<file path="src/hdl/json_string_unescape_utf8_assert.svh">
// ----------------------------------------------------------------------------
// JSON string unescaper assertion macros
// Shared property wrappers for the decoder blocks; empty when SYNTH is set.
// ----------------------------------------------------------------------------
`ifndef JSON_STRING_UNESCAPE_UTF8_ASSERT_SVH
`define JSON_STRING_UNESCAPE_UTF8_ASSERT_SVH

`ifndef SYNTH
// Same-cycle implication, disabled during reset.
`define JSU_ASSERT_IMP(lbl, clk, rst_n, pre, post) \
    lbl: assert property (@(posedge clk) disable iff (!rst_n) (pre) |-> (post)) \
        else $error("jsu assertion failed");
// Next-cycle implication, disabled during reset.
`define JSU_ASSERT_NXT(lbl, clk, rst_n, pre, post) \
    lbl: assert property (@(posedge clk) disable iff (!rst_n) (pre) |=> (post)) \
        else $error("jsu assertion failed");
`else
`define JSU_ASSERT_IMP(lbl, clk, rst_n, pre, post)
`define JSU_ASSERT_NXT(lbl, clk, rst_n, pre, post)
`endif

`endif

</file>
<file path="src/hdl/jsu_pkg.sv">
// ----------------------------------------------------------------------------
// JSON string unescaper package
// Types, character codes, status and error codes, and the UTF-8 encoder.
// ----------------------------------------------------------------------------
package jsu_pkg;

    // Decoder modes. In the four hex modes bit 0 marks a bad digit seen.
    typedef enum logic [2:0] {
        M_BODY     = 3'd0,
        M_ESC      = 3'd1,
        M_HEX      = 3'd2,
        M_HEX_BAD  = 3'd3,
        M_WAIT_BS  = 3'd4,
        M_WAIT_U   = 3'd5,
        M_LOW      = 3'd6,
        M_LOW_BAD  = 3'd7
    } t_mode;

    typedef logic [1:0] t_status;
    localparam t_status ST_DATA  = 2'd0;
    localparam t_status ST_CLOSE = 2'd1;
    localparam t_status ST_ERR   = 2'd2;

    typedef logic [3:0] t_err;
    localparam t_err E_NONE      = 4'd0;
    localparam t_err E_UNTERM    = 4'd1;
    localparam t_err E_CTRL      = 4'd2;
    localparam t_err E_UNTERM_ESC = 4'd3;
    localparam t_err E_BAD_ESC   = 4'd4;
    localparam t_err E_TRUNC_HEX = 4'd5;
    localparam t_err E_BAD_HEX   = 4'd6;
    localparam t_err E_LONE_HIGH = 4'd7;
    localparam t_err E_BAD_LOW   = 4'd8;

    // Characters of the escape syntax.
    localparam logic [7:0] CH_QUOTE  = 8'h22;
    localparam logic [7:0] CH_BSLASH = 8'h5C;
    localparam logic [7:0] CH_SLASH  = 8'h2F;
    localparam logic [7:0] CH_LC_B   = 8'h62;
    localparam logic [7:0] CH_LC_F   = 8'h66;
    localparam logic [7:0] CH_LC_N   = 8'h6E;
    localparam logic [7:0] CH_LC_R   = 8'h72;
    localparam logic [7:0] CH_LC_T   = 8'h74;
    localparam logic [7:0] CH_LC_U   = 8'h75;
    localparam logic [7:0] CTRL_LIMIT = 8'h20;

    // Decoded values of the single-letter escapes.
    localparam logic [7:0] VAL_BS = 8'h08;
    localparam logic [7:0] VAL_FF = 8'h0C;
    localparam logic [7:0] VAL_LF = 8'h0A;
    localparam logic [7:0] VAL_CR = 8'h0D;
    localparam logic [7:0] VAL_HT = 8'h09;

    // Top six bits of the high and low surrogate ranges.
    localparam logic [5:0] SURR_HIGH_TAG = 6'b110110;
    localparam logic [5:0] SURR_LOW_TAG  = 6'b110111;
    localparam logic [20:0] SUPP_BASE    = 21'h10000;

    // Decoder state kept between input beats; only the low ten bits of the
    // high surrogate carry information.
    typedef struct packed {
        t_mode       mode;
        logic [1:0]  dcnt;
        logic [15:0] accum;
        logic [9:0]  high;
    } t_state;

    localparam t_state STATE_RESET = '{mode: M_BODY, dcnt: 2'd0, accum: 16'd0, high: 10'd0};

    // All results caused by one input beat.
    typedef struct packed {
        logic [3:0][7:0] bytes;
        t_status         status;
        t_err            err;
        logic [2:0]      cnt;
    } t_bundle;

    typedef struct packed {
        logic [3:0][7:0] bytes;
        logic [2:0]      cnt;
    } t_utf8;

    // Hex digit value; a bad digit reads as all ones with the flag set.
    function automatic logic [4:0] hex_nibble(input logic [7:0] c);
        logic [4:0] r;
        r = 5'h1F;
        if (c >= 8'h30 && c <= 8'h39) begin
            r = {1'b0, 4'(c - 8'h30)};
        end else if (c >= 8'h61 && c <= 8'h66) begin
            r = {1'b0, 4'(c - 8'h57)};
        end else if (c >= 8'h41 && c <= 8'h46) begin
            r = {1'b0, 4'(c - 8'h37)};
        end
        return r;
    endfunction

    // One code point to one to four UTF-8 bytes, first byte in lane 0.
    function automatic t_utf8 utf8_encode(input logic [20:0] cp);
        t_utf8 u;
        u.bytes = '0;
        if (cp < 21'h80) begin
            u.cnt = 3'd1;
            u.bytes[0] = cp[7:0];
        end else if (cp < 21'h800) begin
            u.cnt = 3'd2;
            u.bytes[0] = {3'b110, cp[10:6]};
            u.bytes[1] = {2'b10, cp[5:0]};
        end else if (cp < 21'h10000) begin
            u.cnt = 3'd3;
            u.bytes[0] = {4'b1110, cp[15:12]};
            u.bytes[1] = {2'b10, cp[11:6]};
            u.bytes[2] = {2'b10, cp[5:0]};
        end else begin
            u.cnt = 3'd4;
            u.bytes[0] = {5'b11110, cp[20:18]};
            u.bytes[1] = {2'b10, cp[17:12]};
            u.bytes[2] = {2'b10, cp[11:6]};
            u.bytes[3] = {2'b10, cp[5:0]};
        end
        return u;
    endfunction

endpackage

</file>
<file path="src/hdl/jsu_decode.sv">
// ----------------------------------------------------------------------------
// JSU decode step
// Combinational next-state and result logic for one input beat.
// ----------------------------------------------------------------------------
module jsu_decode (
    input  logic [7:0]      i_data_byte,
    input  logic            i_end_of_text,
    input  jsu_pkg::t_state i_state,
    output jsu_pkg::t_state o_state,
    output jsu_pkg::t_bundle o_bundle
);
    import jsu_pkg::*;

    logic [4:0]  hex;
    logic [15:0] acc_n;
    logic        bad_now;
    logic        do_fail;
    t_err        fail_code;
    t_utf8       enc;
    logic        do_enc;
    logic [20:0] enc_cp;
    t_state      nxt;
    t_bundle     res;

    assign hex     = hex_nibble(i_data_byte);
    assign acc_n   = {i_state.accum[11:0], hex[3:0]};
    assign bad_now = i_state.mode[0] | hex[4];
    assign enc     = utf8_encode(enc_cp);

    // One step of the unescaper.
    always_comb begin
        nxt       = i_state;
        do_fail   = 1'b0;
        fail_code = E_NONE;
        do_enc    = 1'b0;
        enc_cp    = {5'd0, acc_n};
        res       = '{bytes: '0, status: ST_DATA, err: E_NONE, cnt: 3'd0};

        if (i_end_of_text) begin
            do_fail = 1'b1;
            unique case (i_state.mode)
                M_BODY:              fail_code = E_UNTERM;
                M_ESC:               fail_code = E_UNTERM_ESC;
                M_WAIT_BS, M_WAIT_U: fail_code = E_LONE_HIGH;
                default:             fail_code = E_TRUNC_HEX;
            endcase
        end else begin
            unique case (i_state.mode)
                M_BODY: begin
                    if (i_data_byte == CH_QUOTE) begin
                        nxt        = STATE_RESET;
                        res.status = ST_CLOSE;
                        res.cnt    = 3'd1;
                    end else if (i_data_byte < CTRL_LIMIT) begin
                        do_fail   = 1'b1;
                        fail_code = E_CTRL;
                    end else if (i_data_byte == CH_BSLASH) begin
                        nxt.mode = M_ESC;
                    end else begin
                        res.bytes[0] = i_data_byte;
                        res.cnt      = 3'd1;
                    end
                end
                M_ESC: begin
                    nxt.mode = M_BODY;
                    res.cnt  = 3'd1;
                    unique case (i_data_byte)
                        CH_QUOTE, CH_BSLASH, CH_SLASH: res.bytes[0] = i_data_byte;
                        CH_LC_B: res.bytes[0] = VAL_BS;
                        CH_LC_F: res.bytes[0] = VAL_FF;
                        CH_LC_N: res.bytes[0] = VAL_LF;
                        CH_LC_R: res.bytes[0] = VAL_CR;
                        CH_LC_T: res.bytes[0] = VAL_HT;
                        CH_LC_U: begin
                            nxt.mode  = M_HEX;
                            nxt.dcnt  = 2'd0;
                            nxt.accum = 16'd0;
                            res.cnt   = 3'd0;
                        end
                        default: begin
                            do_fail   = 1'b1;
                            fail_code = E_BAD_ESC;
                        end
                    endcase
                end
                M_WAIT_BS: begin
                    if (i_data_byte != CH_BSLASH) begin
                        do_fail   = 1'b1;
                        fail_code = E_LONE_HIGH;
                    end else begin
                        nxt.mode = M_WAIT_U;
                    end
                end
                M_WAIT_U: begin
                    if (i_data_byte != CH_LC_U) begin
                        do_fail   = 1'b1;
                        fail_code = E_LONE_HIGH;
                    end else begin
                        nxt.mode  = M_LOW;
                        nxt.dcnt  = 2'd0;
                        nxt.accum = 16'd0;
                    end
                end
                default: begin
                    // Hex digit modes: a bad digit is only reported after four.
                    nxt.accum = acc_n;
                    if (i_state.dcnt != 2'd3) begin
                        nxt.dcnt = 2'(i_state.dcnt + 2'd1);
                        nxt.mode = t_mode'({i_state.mode[2:1], bad_now});
                    end else if (bad_now) begin
                        do_fail   = 1'b1;
                        fail_code = E_BAD_HEX;
                    end else if (i_state.mode == M_HEX) begin
                        nxt.dcnt  = 2'd0;
                        nxt.accum = 16'd0;
                        if (acc_n[15:10] == SURR_HIGH_TAG) begin
                            nxt.high = acc_n[9:0];
                            nxt.mode = M_WAIT_BS;
                        end else begin
                            nxt.mode = M_BODY;
                            do_enc   = 1'b1;
                        end
                    end else if (acc_n[15:10] != SURR_LOW_TAG) begin
                        do_fail   = 1'b1;
                        fail_code = E_BAD_LOW;
                    end else begin
                        nxt    = STATE_RESET;
                        do_enc = 1'b1;
                        enc_cp = SUPP_BASE + {1'b0, i_state.high, acc_n[9:0]};
                    end
                end
            endcase
        end

        // Code point output.
        if (do_enc) begin
            res.bytes = enc.bytes;
            res.cnt   = enc.cnt;
        end

        // Any error clears the state and gives a single error result.
        if (do_fail) begin
            nxt = STATE_RESET;
            res = '{bytes: '0, status: ST_ERR, err: fail_code, cnt: 3'd1};
        end
    end

    assign o_state  = nxt;
    assign o_bundle = res;

endmodule

</file>
<file path="src/hdl/jsu_outbuf.sv">
// ----------------------------------------------------------------------------
// JSU output buffer
// Holds the results of one input beat and hands them out one per beat.
// ----------------------------------------------------------------------------
`include "json_string_unescape_utf8_assert.svh"

module jsu_outbuf (
    input  logic             i_clk,
    input  logic             i_rst_n,
    input  logic             i_load,
    input  jsu_pkg::t_bundle i_bundle,
    input  logic             i_out_stall,
    output logic             o_out_valid,
    output logic [7:0]       o_out_byte,
    output logic [1:0]       o_status,
    output logic [3:0]       o_error_code,
    output logic             o_last_of_run,
    output logic             o_free
);
    import jsu_pkg::*;

    logic [2:0]      r_left, n_left;
    logic [3:0][7:0] r_bytes, n_bytes;
    t_status         r_status, n_status;
    t_err            r_err, n_err;
    logic            take;

    // Room for a new bundle when empty or when the last result leaves now.
    assign take   = (r_left != 3'd0) && !i_out_stall;
    assign o_free = (r_left == 3'd0) || ((r_left == 3'd1) && take);

    // Load a new bundle or shift the next byte into lane 0.
    always_comb begin
        n_left   = r_left;
        n_bytes  = r_bytes;
        n_status = r_status;
        n_err    = r_err;
        if (i_load) begin
            n_left   = i_bundle.cnt;
            n_bytes  = i_bundle.bytes;
            n_status = i_bundle.status;
            n_err    = i_bundle.err;
        end else if (take) begin
            n_left  = 3'(r_left - 3'd1);
            n_bytes = {8'h00, r_bytes[3:1]};
        end
    end

    always_ff @(posedge i_clk) begin
        if (!i_rst_n) begin
            r_left <= 3'd0;
        end else begin
            r_left <= n_left;
        end
    end

    always_ff @(posedge i_clk) begin
        r_bytes  <= n_bytes;
        r_status <= n_status;
        r_err    <= n_err;
    end

    assign o_out_valid   = (r_left != 3'd0);
    assign o_out_byte    = r_bytes[0];
    assign o_status      = r_status;
    assign o_error_code  = r_err;
    assign o_last_of_run = (r_left == 3'd1);

    // A bundle never holds more than one UTF-8 sequence.
    `JSU_ASSERT_IMP(a_left_max, i_clk, i_rst_n, 1'b1, r_left <= 3'd4)
    // Close and error results always stand alone.
    `JSU_ASSERT_IMP(a_ctrl_single, i_clk, i_rst_n, o_out_valid && (r_status != ST_DATA), r_left == 3'd1)
    // An error code goes with the error status and nothing else.
    `JSU_ASSERT_IMP(a_err_code, i_clk, i_rst_n, o_out_valid, (r_status == ST_ERR) == (r_err != E_NONE))

endmodule

</file>
<file path="src/hdl/json_string_unescape_utf8.sv">
// ----------------------------------------------------------------------------
// JSON string unescaper with UTF-8 output
// Decodes the body of a JSON string byte by byte and emits UTF-8 beats.
// ----------------------------------------------------------------------------
// Usage:
//   Input channel (i_in_valid / o_in_stall) carries one text byte per beat,
//   or an end-of-text marker. Output channel (o_out_valid / i_out_stall)
//   carries decoded bytes, a close marker, or an error with its code.
//   o_last_of_run marks the final output beat caused by an input beat.
//   The first result of an input beat appears in the cycle after the beat
//   is taken. An input beat that yields one result or none is taken every
//   cycle while the receiver does not stall. A beat that yields several
//   results (a UTF-8 sequence of up to four bytes) occupies the single
//   output buffer until its last result leaves, and the next input beat
//   is taken in the cycle that last result leaves.
//   When the receiver stalls, the buffered result holds and o_in_stall rises
//   once the buffer has no room for the next beat.
//   Synchronous active-low reset returns the decoder to the string body and
//   empties the output buffer. After a close or an error the next byte
//   starts a new string body.
// ----------------------------------------------------------------------------
`include "json_string_unescape_utf8_assert.svh"

module json_string_unescape_utf8 (
    input  logic       i_clk,
    input  logic       i_rst_n,
    input  logic       i_in_valid,
    output logic       o_in_stall,
    input  logic [7:0] i_data_byte,
    input  logic       i_end_of_text,
    output logic       o_out_valid,
    input  logic       i_out_stall,
    output logic [7:0] o_out_byte,
    output logic [1:0] o_status,
    output logic [3:0] o_error_code,
    output logic       o_last_of_run
);
    import jsu_pkg::*;

    t_state  r_state, n_state;
    t_bundle bundle;
    logic    free;
    logic    accept;

    assign o_in_stall = !free;
    assign accept     = i_in_valid && free;

    // Decode step on the incoming beat.
    jsu_decode u_decode (
        .i_data_byte  (i_data_byte),
        .i_end_of_text(i_end_of_text),
        .i_state      (r_state),
        .o_state      (n_state),
        .o_bundle     (bundle)
    );

    // Decoder state advances on each accepted beat.
    always_ff @(posedge i_clk) begin
        if (!i_rst_n) begin
            r_state <= STATE_RESET;
        end else if (accept) begin
            r_state <= n_state;
        end
    end

    // Result register and serializer.
    jsu_outbuf u_outbuf (
        .i_clk        (i_clk),
        .i_rst_n      (i_rst_n),
        .i_load       (accept),
        .i_bundle     (bundle),
        .i_out_stall  (i_out_stall),
        .o_out_valid  (o_out_valid),
        .o_out_byte   (o_out_byte),
        .o_status     (o_status),
        .o_error_code (o_error_code),
        .o_last_of_run(o_last_of_run),
        .o_free       (free)
    );

    // A pending high surrogate exists only while waiting for its partner.
    `JSU_ASSERT_IMP(a_high_clear, i_clk, i_rst_n, !r_state.mode[2], r_state.high == 10'd0)
    // Digit count is only nonzero inside a hex group.
    `JSU_ASSERT_IMP(a_dcnt_idle, i_clk, i_rst_n, (r_state.mode == M_BODY) || (r_state.mode == M_ESC) || (r_state.mode == M_WAIT_BS) || (r_state.mode == M_WAIT_U), r_state.dcnt == 2'd0)
    // A closing quote in the body shows up as a close marker next cycle.
    `JSU_ASSERT_NXT(a_close_out, i_clk, i_rst_n, accept && !i_end_of_text && (r_state.mode == M_BODY) && (i_data_byte == CH_QUOTE), o_out_valid && (o_status == ST_CLOSE))

endmodule
</file>
<file path="config.mk">
export PLATFORM = sky130hd
export DESIGN_NAME = json_string_unescape_utf8
export DESIGN_NICKNAME = d
export VERILOG_FILES = /design/src/hdl/jsu_pkg.sv /design/src/hdl/jsu_decode.sv /design/src/hdl/jsu_outbuf.sv /design/src/hdl/json_string_unescape_utf8.sv
export VERILOG_INCLUDE_DIRS = /design/src /design/src/hdl
export SDC_FILE = /design/constraint.sdc
export NUM_CORES = 1
export LEC_CHECK = 0
export BUFFER_PORTS_ARGS = -buffer_cell sky130_fd_sc_hd__buf_2
export CAP_MARGIN = 20
export CORE_AREA = 2 2 108 110
export CTS_CLUSTER_DIAMETER = 50
export DETAILED_ROUTE_END_ITERATION = 16
export DIE_AREA = 0 0 110 112
export HOLD_SLACK_MARGIN = 0.1
export PLACE_DENSITY_LB_ADDON = 0.1
export SYNTH_ARGS = -nofsm -noshare
export SYNTH_HDL_FRONTEND = slang
export SYNTH_SLANG_ARGS = --single-unit
export TNS_END_PERCENT = 1
</file>
<file path="constraint.sdc">
create_clock -name i_clk -period 3.16 [get_ports i_clk]
set_clock_uncertainty 0.1 [all_clocks]
set_input_delay 0.948 -clock i_clk [delete_from_list [all_inputs] [get_ports i_clk]]
set_output_delay 0.948 -clock i_clk [all_outputs]
set_load 0.02 [all_outputs]
</file>
==> impl_metrics.json, run 1 <==
{
  "hold_path_class": "flip-flop to flip-flop",
  "outcome": "finished, violations left",
  "power_frac_comb_pct": 31.2,
  "grt_start_max_net_pins": 30,
  "max_slew_margin_pct": 53.8,
  "reg2regPathDepth": 8,
  "drc_errors": 0,
  "p_leak_nw": 2.29,
  "drt_iter0_drc": 268,
  "cts_inserted_buffers": 9,
  "synthCells": 463,
  "grt_usage_pct": 22.4,
  "min_period_ps": 3220,
  "period_share_pct": 102,
  "reg2reg_to": "u_outbuf.o_out_byte[1]$_DFFE_PP_",
  "stdcell_count": 718,
  "grt_pass1_vias": 3840,
  "dp_hpwl_um": 10100,
  "maxCapViolCount": 0,
  "ys_seq_elements": 65,
  "synth_flop_cell": "edfxtp_1",
  "synth_compound_area_share_pct": 25.3,
  "r2r_start": "r_state[26]$_SDFFE_PN0P_",
  "hold_viol": 0,
  "fin_area_um2": 5690,
  "clock_power_share_pct": 29.4,
  "holdBufCountCts": 0,
  "clkSinkCount": 65,
  "synth_top_family_by_area": "compound AO/OA/AOI/OAI gates",
  "htreeDepth": 3,
  "power.total_w": 0.00328,
  "die_h_um": 112,
  "power_frac_seq_pct": 39.3,
  "power_switching_w": 0.00109,
  "synth-simple-area-share_pct": 23.0,
  "p_int_w": 0.00219,
  "cts_buffer_depth": 2,
  "core.rowCount": 39,
  "vias_per_cell": 5.59,
  "synthArstFlopShare_pct": 0,
  "gp_congestion": 0.887,
  "synth_top_area_cell": "edfxtp_1",
  "required_ps": 3130,
  "yosys_warnings": 0,
  "critPathLaunchType": "input pin",
  "start_util_pct": 38.8,
  "vias": 4014,
  "clockRootBuffer": "clkbuf_16",
  "synth_nets": 485,
  "crit_end": "u_outbuf.r_bytes[12]$_DFFE_PP_",
  "yosys.area.top_type_share_pct": 24.2,
  "synthTopCellsByCount": "nand2_1 (58), nor2_1 (36), edfxtp_1 (35)",
  "arrival_ps": 3190,
  "rsz0062_at_grt": "yes",
  "ir_drop_v": 0.000465,
  "grt_pass1_wl_um": 21000,
  "path_clk_slew_ps": 50,
  "setup_violations": 6,
  "synth_edf_count": 35,
  "syn_avg_cell_area_um2": 9.37,
  "yosysMostFrequentCell": "nand2_1",
  "slew_viol_final": 0,
  "synth-adder-area-share_pct": 2.60,
  "endpoint_kind": "flip-flop",
  "ys_top_cells_by_area": "edfxtp_1 (24%), dfxtp_1 (14%), nand2_1 (5.0%)",
  "wl_per_cell_um": 18.4,
  "swShare_pct": 33.3,
  "port_buffers": 29,
  "core_region_area_um2": 11200,
  "die_x_um": 110,
  "area_growth_pct": 31.1,
  "timing.final.ws_setup_ps": -56.6,
  "path_class": "input pin to flip-flop",
  "dr.pass1.iters": 6,
  "synth_xor_area_share_pct": 0.404,
  "ys_types": 92,
  "gr-total-overflow": 0,
  "worstMarginPinSlew_ps": 676,
  "antenna_left": 0,
  "violations": "negative setup slack",
  "fmax_mhz": 311,
  "nNetsFinal": 593,
  "synth_area_um2": 4340,
  "drive_gt1_share_pct": 36.0,
  "insertion_delay_ps": 330,
  "critPathLaunch": "i_data_byte[7]",
  "antenna_found_initial": 0,
  "power_density_nw_per_um2": 577,
  "synth-seq-area-share_pct": 38.1,
  "reg2reg_slack_ps": 410,
  "dp_cells": 698,
  "place_area_um2": 5210,
  "wirelength_um": 13200,
  "io_pins": 30,
  "cts_tree": "yes",
  "die_area_um2": 12300,
  "antenna_cells": 0,
  "critical_path.max_fanout": 8,
  "synth.area.mux_share_pct": 3.78
}
[final cells by class]
| cell class | count | area, um^2 |
|---|---|---|
| clock buffer | 9 | 225 |
| clock inverter | 6 | 60.1 |
| fill | 1090 | 5490 |
| inverter | 17 | 63.8 |
| multi-input combinational | 348 | 2530 |
| sequential | 65 | 1650 |
| tap | 143 | 179 |
| timing repair buffer | 130 | 973 |
[what timing repair did]
item	in CTS	in global routing
gates resized for setup	10	25
endpoints found under the setup margin	28	45
gates cloned	0	0
pin swaps	3	8
buffers inserted	2	3
[worst min path at each step]
stage                                          to  cells past startpoint               startpoint  slack [ps]
after floorplan           r_state[0]$_SDFFE_PN0P_                      2  r_state[0]$_SDFFE_PN0P_         330
after global placement    r_state[5]$_SDFFE_PN0P_                      2  r_state[5]$_SDFFE_PN0P_         350
after detailed placement  r_state[5]$_SDFFE_PN0P_                      2  r_state[5]$_SDFFE_PN0P_         350
after CTS                 r_state[5]$_SDFFE_PN0P_                      2  r_state[5]$_SDFFE_PN0P_         360
after global routing      r_state[5]$_SDFFE_PN0P_                      2  r_state[5]$_SDFFE_PN0P_         370
final                     r_state[5]$_SDFFE_PN0P_                      2  r_state[5]$_SDFFE_PN0P_         360
[logic make-up after synthesis]
family,count (synthesis)
buffers and inverters,50
flip-flops,65
adder cells (fa/ha/maj),9
XOR/XNOR,2
AO/OA/AOI/OAI,142
multiplexers,16
AND/OR/NAND/NOR,179
[sequential cells by signal, summed over array words and instances, names as in the netlist]
| name | flops |
|---|---|
| u_outbuf.r_bytes | 21 |
| u_outbuf.o_status | 2 |
| u_outbuf.o_error_code | 4 |
| u_outbuf.o_out_byte | 8 |
| r_state | 27 |
| u_outbuf.r_left | 3 |
[power groups by stage]
stage               registers (W)  logic [W]  clock network (W)
finish                    0.00129    0.00103           0.000967
global route              0.00132    0.00114            0.00103
CTS                       0.00129    0.00102           0.000981
detailed placement        0.00131    0.00101                  0
global placement          0.00131   0.000993                  0
floorplan                 0.00133   0.000689                  0
[per-layer routing]
| layer | track usage [%] | vias up | part of all wire (%) |
|---|---|---|---|
| li1 | - | 1966 | - |
| met3 | 2.63 | 17 | 4.8 |
| met2 | 33.9 | 117 | 45 |
| met5 | 0 | - | 0 |
| met1 | 32.8 | 1914 | 48 |
| met4 | 7.85 | 0 | 2.1 |
[cell usage in the layout (no fill, tap or decap), drive strengths merged, types with 4 or more instances in the layout]
cell type,count
buf,130
nand2,61
nor2,36
edfxtp,35
dfxtp,30
a21oi,22
o21ai,20
inv,16
a22o,14
mux2i,13
nor3,13
nand3,12
clkbuf,9
ha,9
o22ai,8
o211ai,8
a31oi,8
o31ai,8
nand2b,7
a22oi,6
and3,6
or3,6
nand4,6
and2,6
o21a,5
clkinv,5
nor2b,4
a2bb2oi,4
nor3b,4
a21o,4
[critical path, stage by stage]
cell      delay, ps
buf_6            90
or4b_4          570
or4_4           510
a211oi_4        270
o21a_2          220
nand4_4         180
buf_4           200
nand2_4         100
o311ai_2        100
[per-stage QoR]
stage	hold WS, ps	setup TNS (ps)	setup slack [ps]	utilization, %
floorplan	330	-4440	-193	-
global placement	350	-18940	-590	46.7
detailed placement	353	-19280	-618	46.7
CTS	362	-46.2	-36.6	49.8
global route	371	-669	-106	50.9
finish	357	-189	-56.6	50.9
(Power assumes the default switching activity.)
==> run 2, diff against run 1 <==
--- a/config.mk
+++ b/config.mk
@@ -8,13 +8,14 @@
 export LEC_CHECK = 0
 export BUFFER_PORTS_ARGS = -buffer_cell sky130_fd_sc_hd__buf_2
 export CAP_MARGIN = 20
-export CORE_AREA = 2 2 108 110
+export CORE_AREA = 2 2 119 121
 export CTS_CLUSTER_DIAMETER = 50
 export DETAILED_ROUTE_END_ITERATION = 16
-export DIE_AREA = 0 0 110 112
+export DIE_AREA = 0 0 121 123
 export HOLD_SLACK_MARGIN = 0.1
 export PLACE_DENSITY_LB_ADDON = 0.1
 export SYNTH_ARGS = -nofsm -noshare
 export SYNTH_HDL_FRONTEND = slang
+export SYNTH_HIERARCHICAL = 1
 export SYNTH_SLANG_ARGS = --single-unit
 export TNS_END_PERCENT = 1
==> run 2 against run 1 <==
Compared with the run above:
- critical path type unchanged
- synthesized area is 18% higher
- global-route usage is 1.2 points higher
- highest routed layer unchanged
- the run still ends with negative setup slack left
- cell area increased by 17%
- largest cell class unchanged
==> impl_metrics.json, run 2 <==
{
  "outcome": "finished, violations left",
  "violations": "negative setup slack",
  "top_register": "r_state",
  "drt_iter0_drc": 362,
  "ff_latch_area_um2": 1740,
  "rsz0062_at_grt": "yes",
  "syn_avg_cell_area_um2": 8.63,
  "hold_path_class": "flip-flop to flip-flop",
  "path_clk_slew_ps": 60,
  "vias": 5056,
  "fmax_mhz": 280,
  "critPathLaunchType": "input pin",
  "endpoint_kind": "flip-flop",
  "largest_register_ffs": 27,
  "yosys_warnings": 6,
  "maxCapViolCount": 0,
  "gp_congestion": 0.944,
  "clkSinkCount": 68,
  "timing.final.ws_setup_ps": -408,
  "grt_pass1_vias": 4852,
  "p_leak_nw": 2.56,
  "port_buffers": 29,
  "synth_area_um2": 5140,
  "area_growth_pct": 30.1,
  "gr-total-overflow": 0,
  "dp_hpwl_um": 12400,
  "power_density_nw_per_um2": 491,
  "slew_viol_final": 0,
  "synthCells": 595,
  "insertion_delay_ps": 350,
  "wirelength_um": 17000,
  "io_pins": 30,
  "die_x_um": 121,
  "die_h_um": 123,
  "start_util_pct": 37.7,
  "fillers": 1348,
  "top_layer_used": "met4",
  "setup_tns_ps": -10820,
  "antenna_found_initial": 0,
  "htreeDepth": 3,
  "hold_viol": 0,
  "period_share_pct": 113,
  "final_common_cell": "buf_4",
  "cts_tree": "yes",
  "ir_drop_v": 0.000663,
  "dr_wl_met3_um": 793,
  "clockRootBuffer": "clkbuf_16",
  "cts_buffer_depth": 2,
  "wl_met1_um": 7830,
  "antenna_cells": 0,
  "core.rowCount": 43,
  "wl_per_cell_um": 19.2,
  "grt_pass1_wl_um": 26900,
  "vias_per_cell": 5.71,
  "antenna_left": 0,
  "grt_start_max_net_pins": 68,
  "holdBufCountCts": 0,
  "setup_violations": 50,
  "whs_ps": 416,
  "core_region_area_um2": 13600,
  "multiInputGateArea_um2": 3200,
  "met2_length_um": 7950,
  "arrival_ps": 3580,
  "max_slew_margin_pct": 49.7,
  "min_period_ps": 3570,
  "drc_errors": 0,
  "path_class": "input pin to flip-flop",
  "cts_inserted_buffers": 9,
  "required_ps": 3170,
  "drive_gt1_share_pct": 39.0,
  "worstMarginPinSlew_ps": 754,
  "mostFrequentLayoutCells": "buf_4 (118), nand2_1 (66), nor2_1 (42)",
  "critical_path.max_fanout": 7,
  "die_area_um2": 14900,
  "grt_usage_pct": 23.6,
  "dr.pass1.iters": 6,
  "nNetsFinal": 723
}
==> run 2: worst paths after layout <==
| path | startpoint | end | slack [ps] | depth (start not counted) |
|---|---|---|---|---|
| setup / recovery | i_data_byte[0] | u_outbuf/r_bytes[9]$_DFFE_PP_ | -410 | 14 |
| hold / removal | r_state[0]$_SDFFE_PN0P_ | r_state[0]$_SDFFE_PN0P_ | 420 | 2 |
| setup reg to reg | r_state[26]$_SDFFE_PN0P_ | u_outbuf/r_bytes[9]$_DFFE_PP_ | -110 | 11 |
| hold reg to reg | r_state[0]$_SDFFE_PN0P_ | r_state[0]$_SDFFE_PN0P_ | 420 | 2 |
==> run 2: final cells by class <==
cell class                 instances  area share (%)
sequential                        68            26.1
clock inverter                     6            1.33
tap                              180            3.37
timing repair buffer             152            16.9
clock buffer                      10            3.43
multi-input combinational        451            47.8
inverter                          19            1.10
==> run 2: repair_timing <==
item,CTS,global route
endpoints found under the hold margin,0,0
setup buffers,2,2
setup endpoints to repair,55,54
gates resized for setup,34,35
pin swaps,8,9
cloned,0,0
==> run 2: metal layers <==
layer  vias up  global-route usage (%)
li1       2417                       -
met1      2468                    31.4
met2       143                    38.4
met3        28                    4.61
met4         0                    8.07
met5         -                       0
==> run 2: critical path: stages <==
cell	delay [ps]
buf_2	140
inv_2	60
ha_4	160
nor2_2	180
a2111o_1	260
buf_4	160
a211oi_2	70
a21o_1	200
or4_4	530
buf_6	160
mux2_4	300
a21oi_2	110
nor2_1	40
mux2_2	250
==> run 2: power breakdown <==
part | internal [W] | switching (W)
sequential | 0.00121 | 0.0000602
clock | 0.000692 | 0.000419
combinational | 0.000340 | 0.000560
==> run 2: metrics by stage <==
step	power (W)	area [um^2]	utilization, %	instances	setup WS, ps
5_1_grt	0.00344	6680	49.1	886	-487
2_1_floorplan	0.00202	5200	-	597	-745
3_5_place_dp	0.00217	6080	44.7	866	-976
3_3_place_gp	0.00215	6080	44.7	866	-943
6_report	0.00328	6680	49.1	886	-408
4_1_cts	0.00329	6530	48.0	884	-417
==> run 3, diff against run 2 <==
--- a/config.mk
+++ b/config.mk
@@ -14,6 +14,7 @@
 export DIE_AREA = 0 0 121 123
 export HOLD_SLACK_MARGIN = 0.1
 export PLACE_DENSITY_LB_ADDON = 0.1
+export SKIP_LAST_GASP = 1
 export SYNTH_ARGS = -nofsm -noshare
 export SYNTH_HDL_FRONTEND = slang
 export SYNTH_HIERARCHICAL = 1
==> run 3 against run 2 <==
Compared with the run above:
- the flow still finishes with violations (negative setup slack)
- sequential power about the same
- combinational power decreased by 1%
- wire length decreased by 0.87%
- maximum frequency decreased by 1.2%
- final cell count increased by 0.11%
- flip-flop and latch count unchanged
- register-to-register slack got worse by 20 ps
- core utilization decreased by 0.81 points
- first-iteration DRC count increased by 1.4%
- count of clock-buffer cells in the layout unchanged
- critical path depth decreased by 3
- die area unchanged
- critical path type unchanged
- largest power group unchanged
==> impl_metrics.json, run 3 (same netlist as run 2, synthesis figures left out) <==
{
  "min_period_ps": 3610,
  "holdPathEnd": "r_state[0]$_SDFFE_PN0P_",
  "cts_buffer_depth": 2,
  "hold_start": "r_state[0]$_SDFFE_PN0P_",
  "drc_errors": 0,
  "reg2regPathDepth": 11,
  "grt_usage_pct": 23.4,
  "mostFrequentLayoutCells": "buf_4 (121), nand2_1 (67), nor2_1 (48)",
  "antenna_found_initial": 0,
  "timing.final.ws_setup_ps": -452,
  "antenna_cells": 0,
  "gp_congestion": 0.944,
  "fmax_mhz": 277,
  "wl_per_cell_um": 19.0,
  "rsz0062_at_grt": "yes",
  "path_clk_slew_ps": 60,
  "core.rowCount": 43,
  "cts_inserted_buffers": 9,
  "die_h_um": 123,
  "final_common_cell": "buf_4",
  "nNetsFinal": 724,
  "required_ps": 3160,
  "hold_depth": 2,
  "antenna_left": 0,
  "htreeDepth": 3,
  "grt_pass1_vias": 4804,
  "clockRootBuffer": "clkbuf_16",
  "reg2reg_to": "u_outbuf/r_bytes[10]$_DFFE_PP_",
  "endpoint_kind": "flip-flop",
  "reg2reg_slack_ps": -130,
  "vias_per_cell": 5.69,
  "io_pins": 30,
  "hold_viol": 0,
  "stdcell_count": 887,
  "dr.pass1.iters": 7,
  "core_region_area_um2": 13600,
  "hold_path_class": "flip-flop to flip-flop",
  "clkSinkCount": 68,
  "period_share_pct": 114,
  "outcome": "finished, violations left",
  "ff_latch_area_um2": 1740,
  "largest_register_ffs": 27,
  "slew_viol_final": 0,
  "dp_cells": 866,
  "fillers": 1346,
  "dp_hpwl_um": 12400,
  "start_util_pct": 37.7,
  "wirelength_um": 16900,
  "gr-total-overflow": 0,
  "port_buffers": 29,
  "die_x_um": 121,
  "worstMarginPinSlew_ps": 794,
  "grt_pass1_wl_um": 26600,
  "area_growth_pct": 28.0,
  "whs_ps": 416,
  "power.total_w": 0.00326,
  "multiInputGateArea_um2": 3080,
  "cts_tree": "yes",
  "violations": "negative setup slack",
  "vias": 5043,
  "die_area_um2": 14900,
  "maxCapViolCount": 0,
  "ir_drop_v": 0.000657,
  "path_class": "input pin to flip-flop",
  "insertion_delay_ps": 350,
  "drive_gt1_share_pct": 35.8,
  "grt_start_max_net_pins": 68,
  "critPathLaunchType": "input pin",
  "top_register": "r_state",
  "drt_iter0_drc": 367,
  "arrival_ps": 3610,
  "critical_path.max_fanout": 7,
  "holdBufCountCts": 0,
  "max_slew_margin_pct": 47.1,
  "setup_violations": 56,
  "r2r_start": "r_state[26]$_SDFFE_PN0P_",
  "power_density_nw_per_um2": 497,
  "p_leak_nw": 2.55,
  "dp_slack_ps": -976
}
run 3: changes by cell type in the layout (fill, tap and decap cells not counted), sizes merged:
cell,previous run,this run
buf,152,153
run 3: through the flow:
| stage | setup TNS, ps | cell area [um^2] | util (%) |
|---|---|---|---|
| 6_report | -17180 | 6570 | 48.3 |
| 5_1_grt | -22340 | 6570 | 48.3 |
| 3_5_place_dp | -41460 | 6080 | 44.7 |
| 4_1_cts | -18900 | 6450 | 47.4 |
| 2_1_floorplan | -40270 | 5200 | - |
| 3_3_place_gp | -40080 | 6080 | 44.7 |
run 3: final cells by class:
cell class | count | area share [%]
sequential | 68 | 26.5
clock inverter | 6 | 1.35
clock buffer | 10 | 3.48
timing repair buffer | 153 | 17.1
tap | 180 | 3.43
multi-input combinational | 451 | 46.9
inverter | 19 | 1.20
run 3: how the worst max path moves through the flow:
stage,from,to,slack [ps],cells past startpoint
3_5_place_dp,i_data_byte[0],u_outbuf/r_bytes[9]$_DFFE_PP_,-980,13
5_1_grt,i_data_byte[0],r_state[17]$_SDFFE_PN0P_,-510,14
2_1_floorplan,i_data_byte[4],u_outbuf/r_bytes[10]$_DFFE_PP_,-750,12
6_report,i_data_byte[7],u_outbuf/r_bytes[10]$_DFFE_PP_,-450,11
4_1_cts,i_data_byte[0],u_outbuf/r_bytes[9]$_DFFE_PP_,-450,13
3_3_place_gp,i_data_byte[0],u_outbuf/r_bytes[10]$_DFFE_PP_,-940,13
run 3: per-layer routing:
layer	track usage, %	up-vias	share of wire [%]
met1	30.9	2449	46
li1	-	2416	-
met5	0	-	0
met4	7.19	0	1.7
met3	4.89	18	5.5
met2	38.5	160	47
run 3: where the power goes:
| part | internal, W | leakage [nW] | total (W) | switching (W) |
|---|---|---|---|---|
| Combinational | 0.000333 | 1.78 | 0.000889 | 0.000556 |
| Sequential | 0.00121 | 0.622 | 0.00127 | 0.0000605 |
| Clock | 0.000693 | 0.149 | 0.00111 | 0.000414 |
| Total | 0.00223 | 2.55 | 0.00326 | 0.00103 |
run 3: worst max-delay path: stages:
cell and delay [ps]:
buf_8 100, or2_4 270, a2111o_1 450, a2111oi_4 360
o22ai_1 120, or4_4 470, buf_6 160, mux2_4 300
a21oi_2 130, nor2_1 50, mux2_4 240
run 3: what timing repair did:
item / 4_1_cts / 5_1_grt
endpoints found under the setup margin: 55 / 56
setup buffers: 2 / 3
pin swaps: 3 / 15
resized for setup: 6 / 26
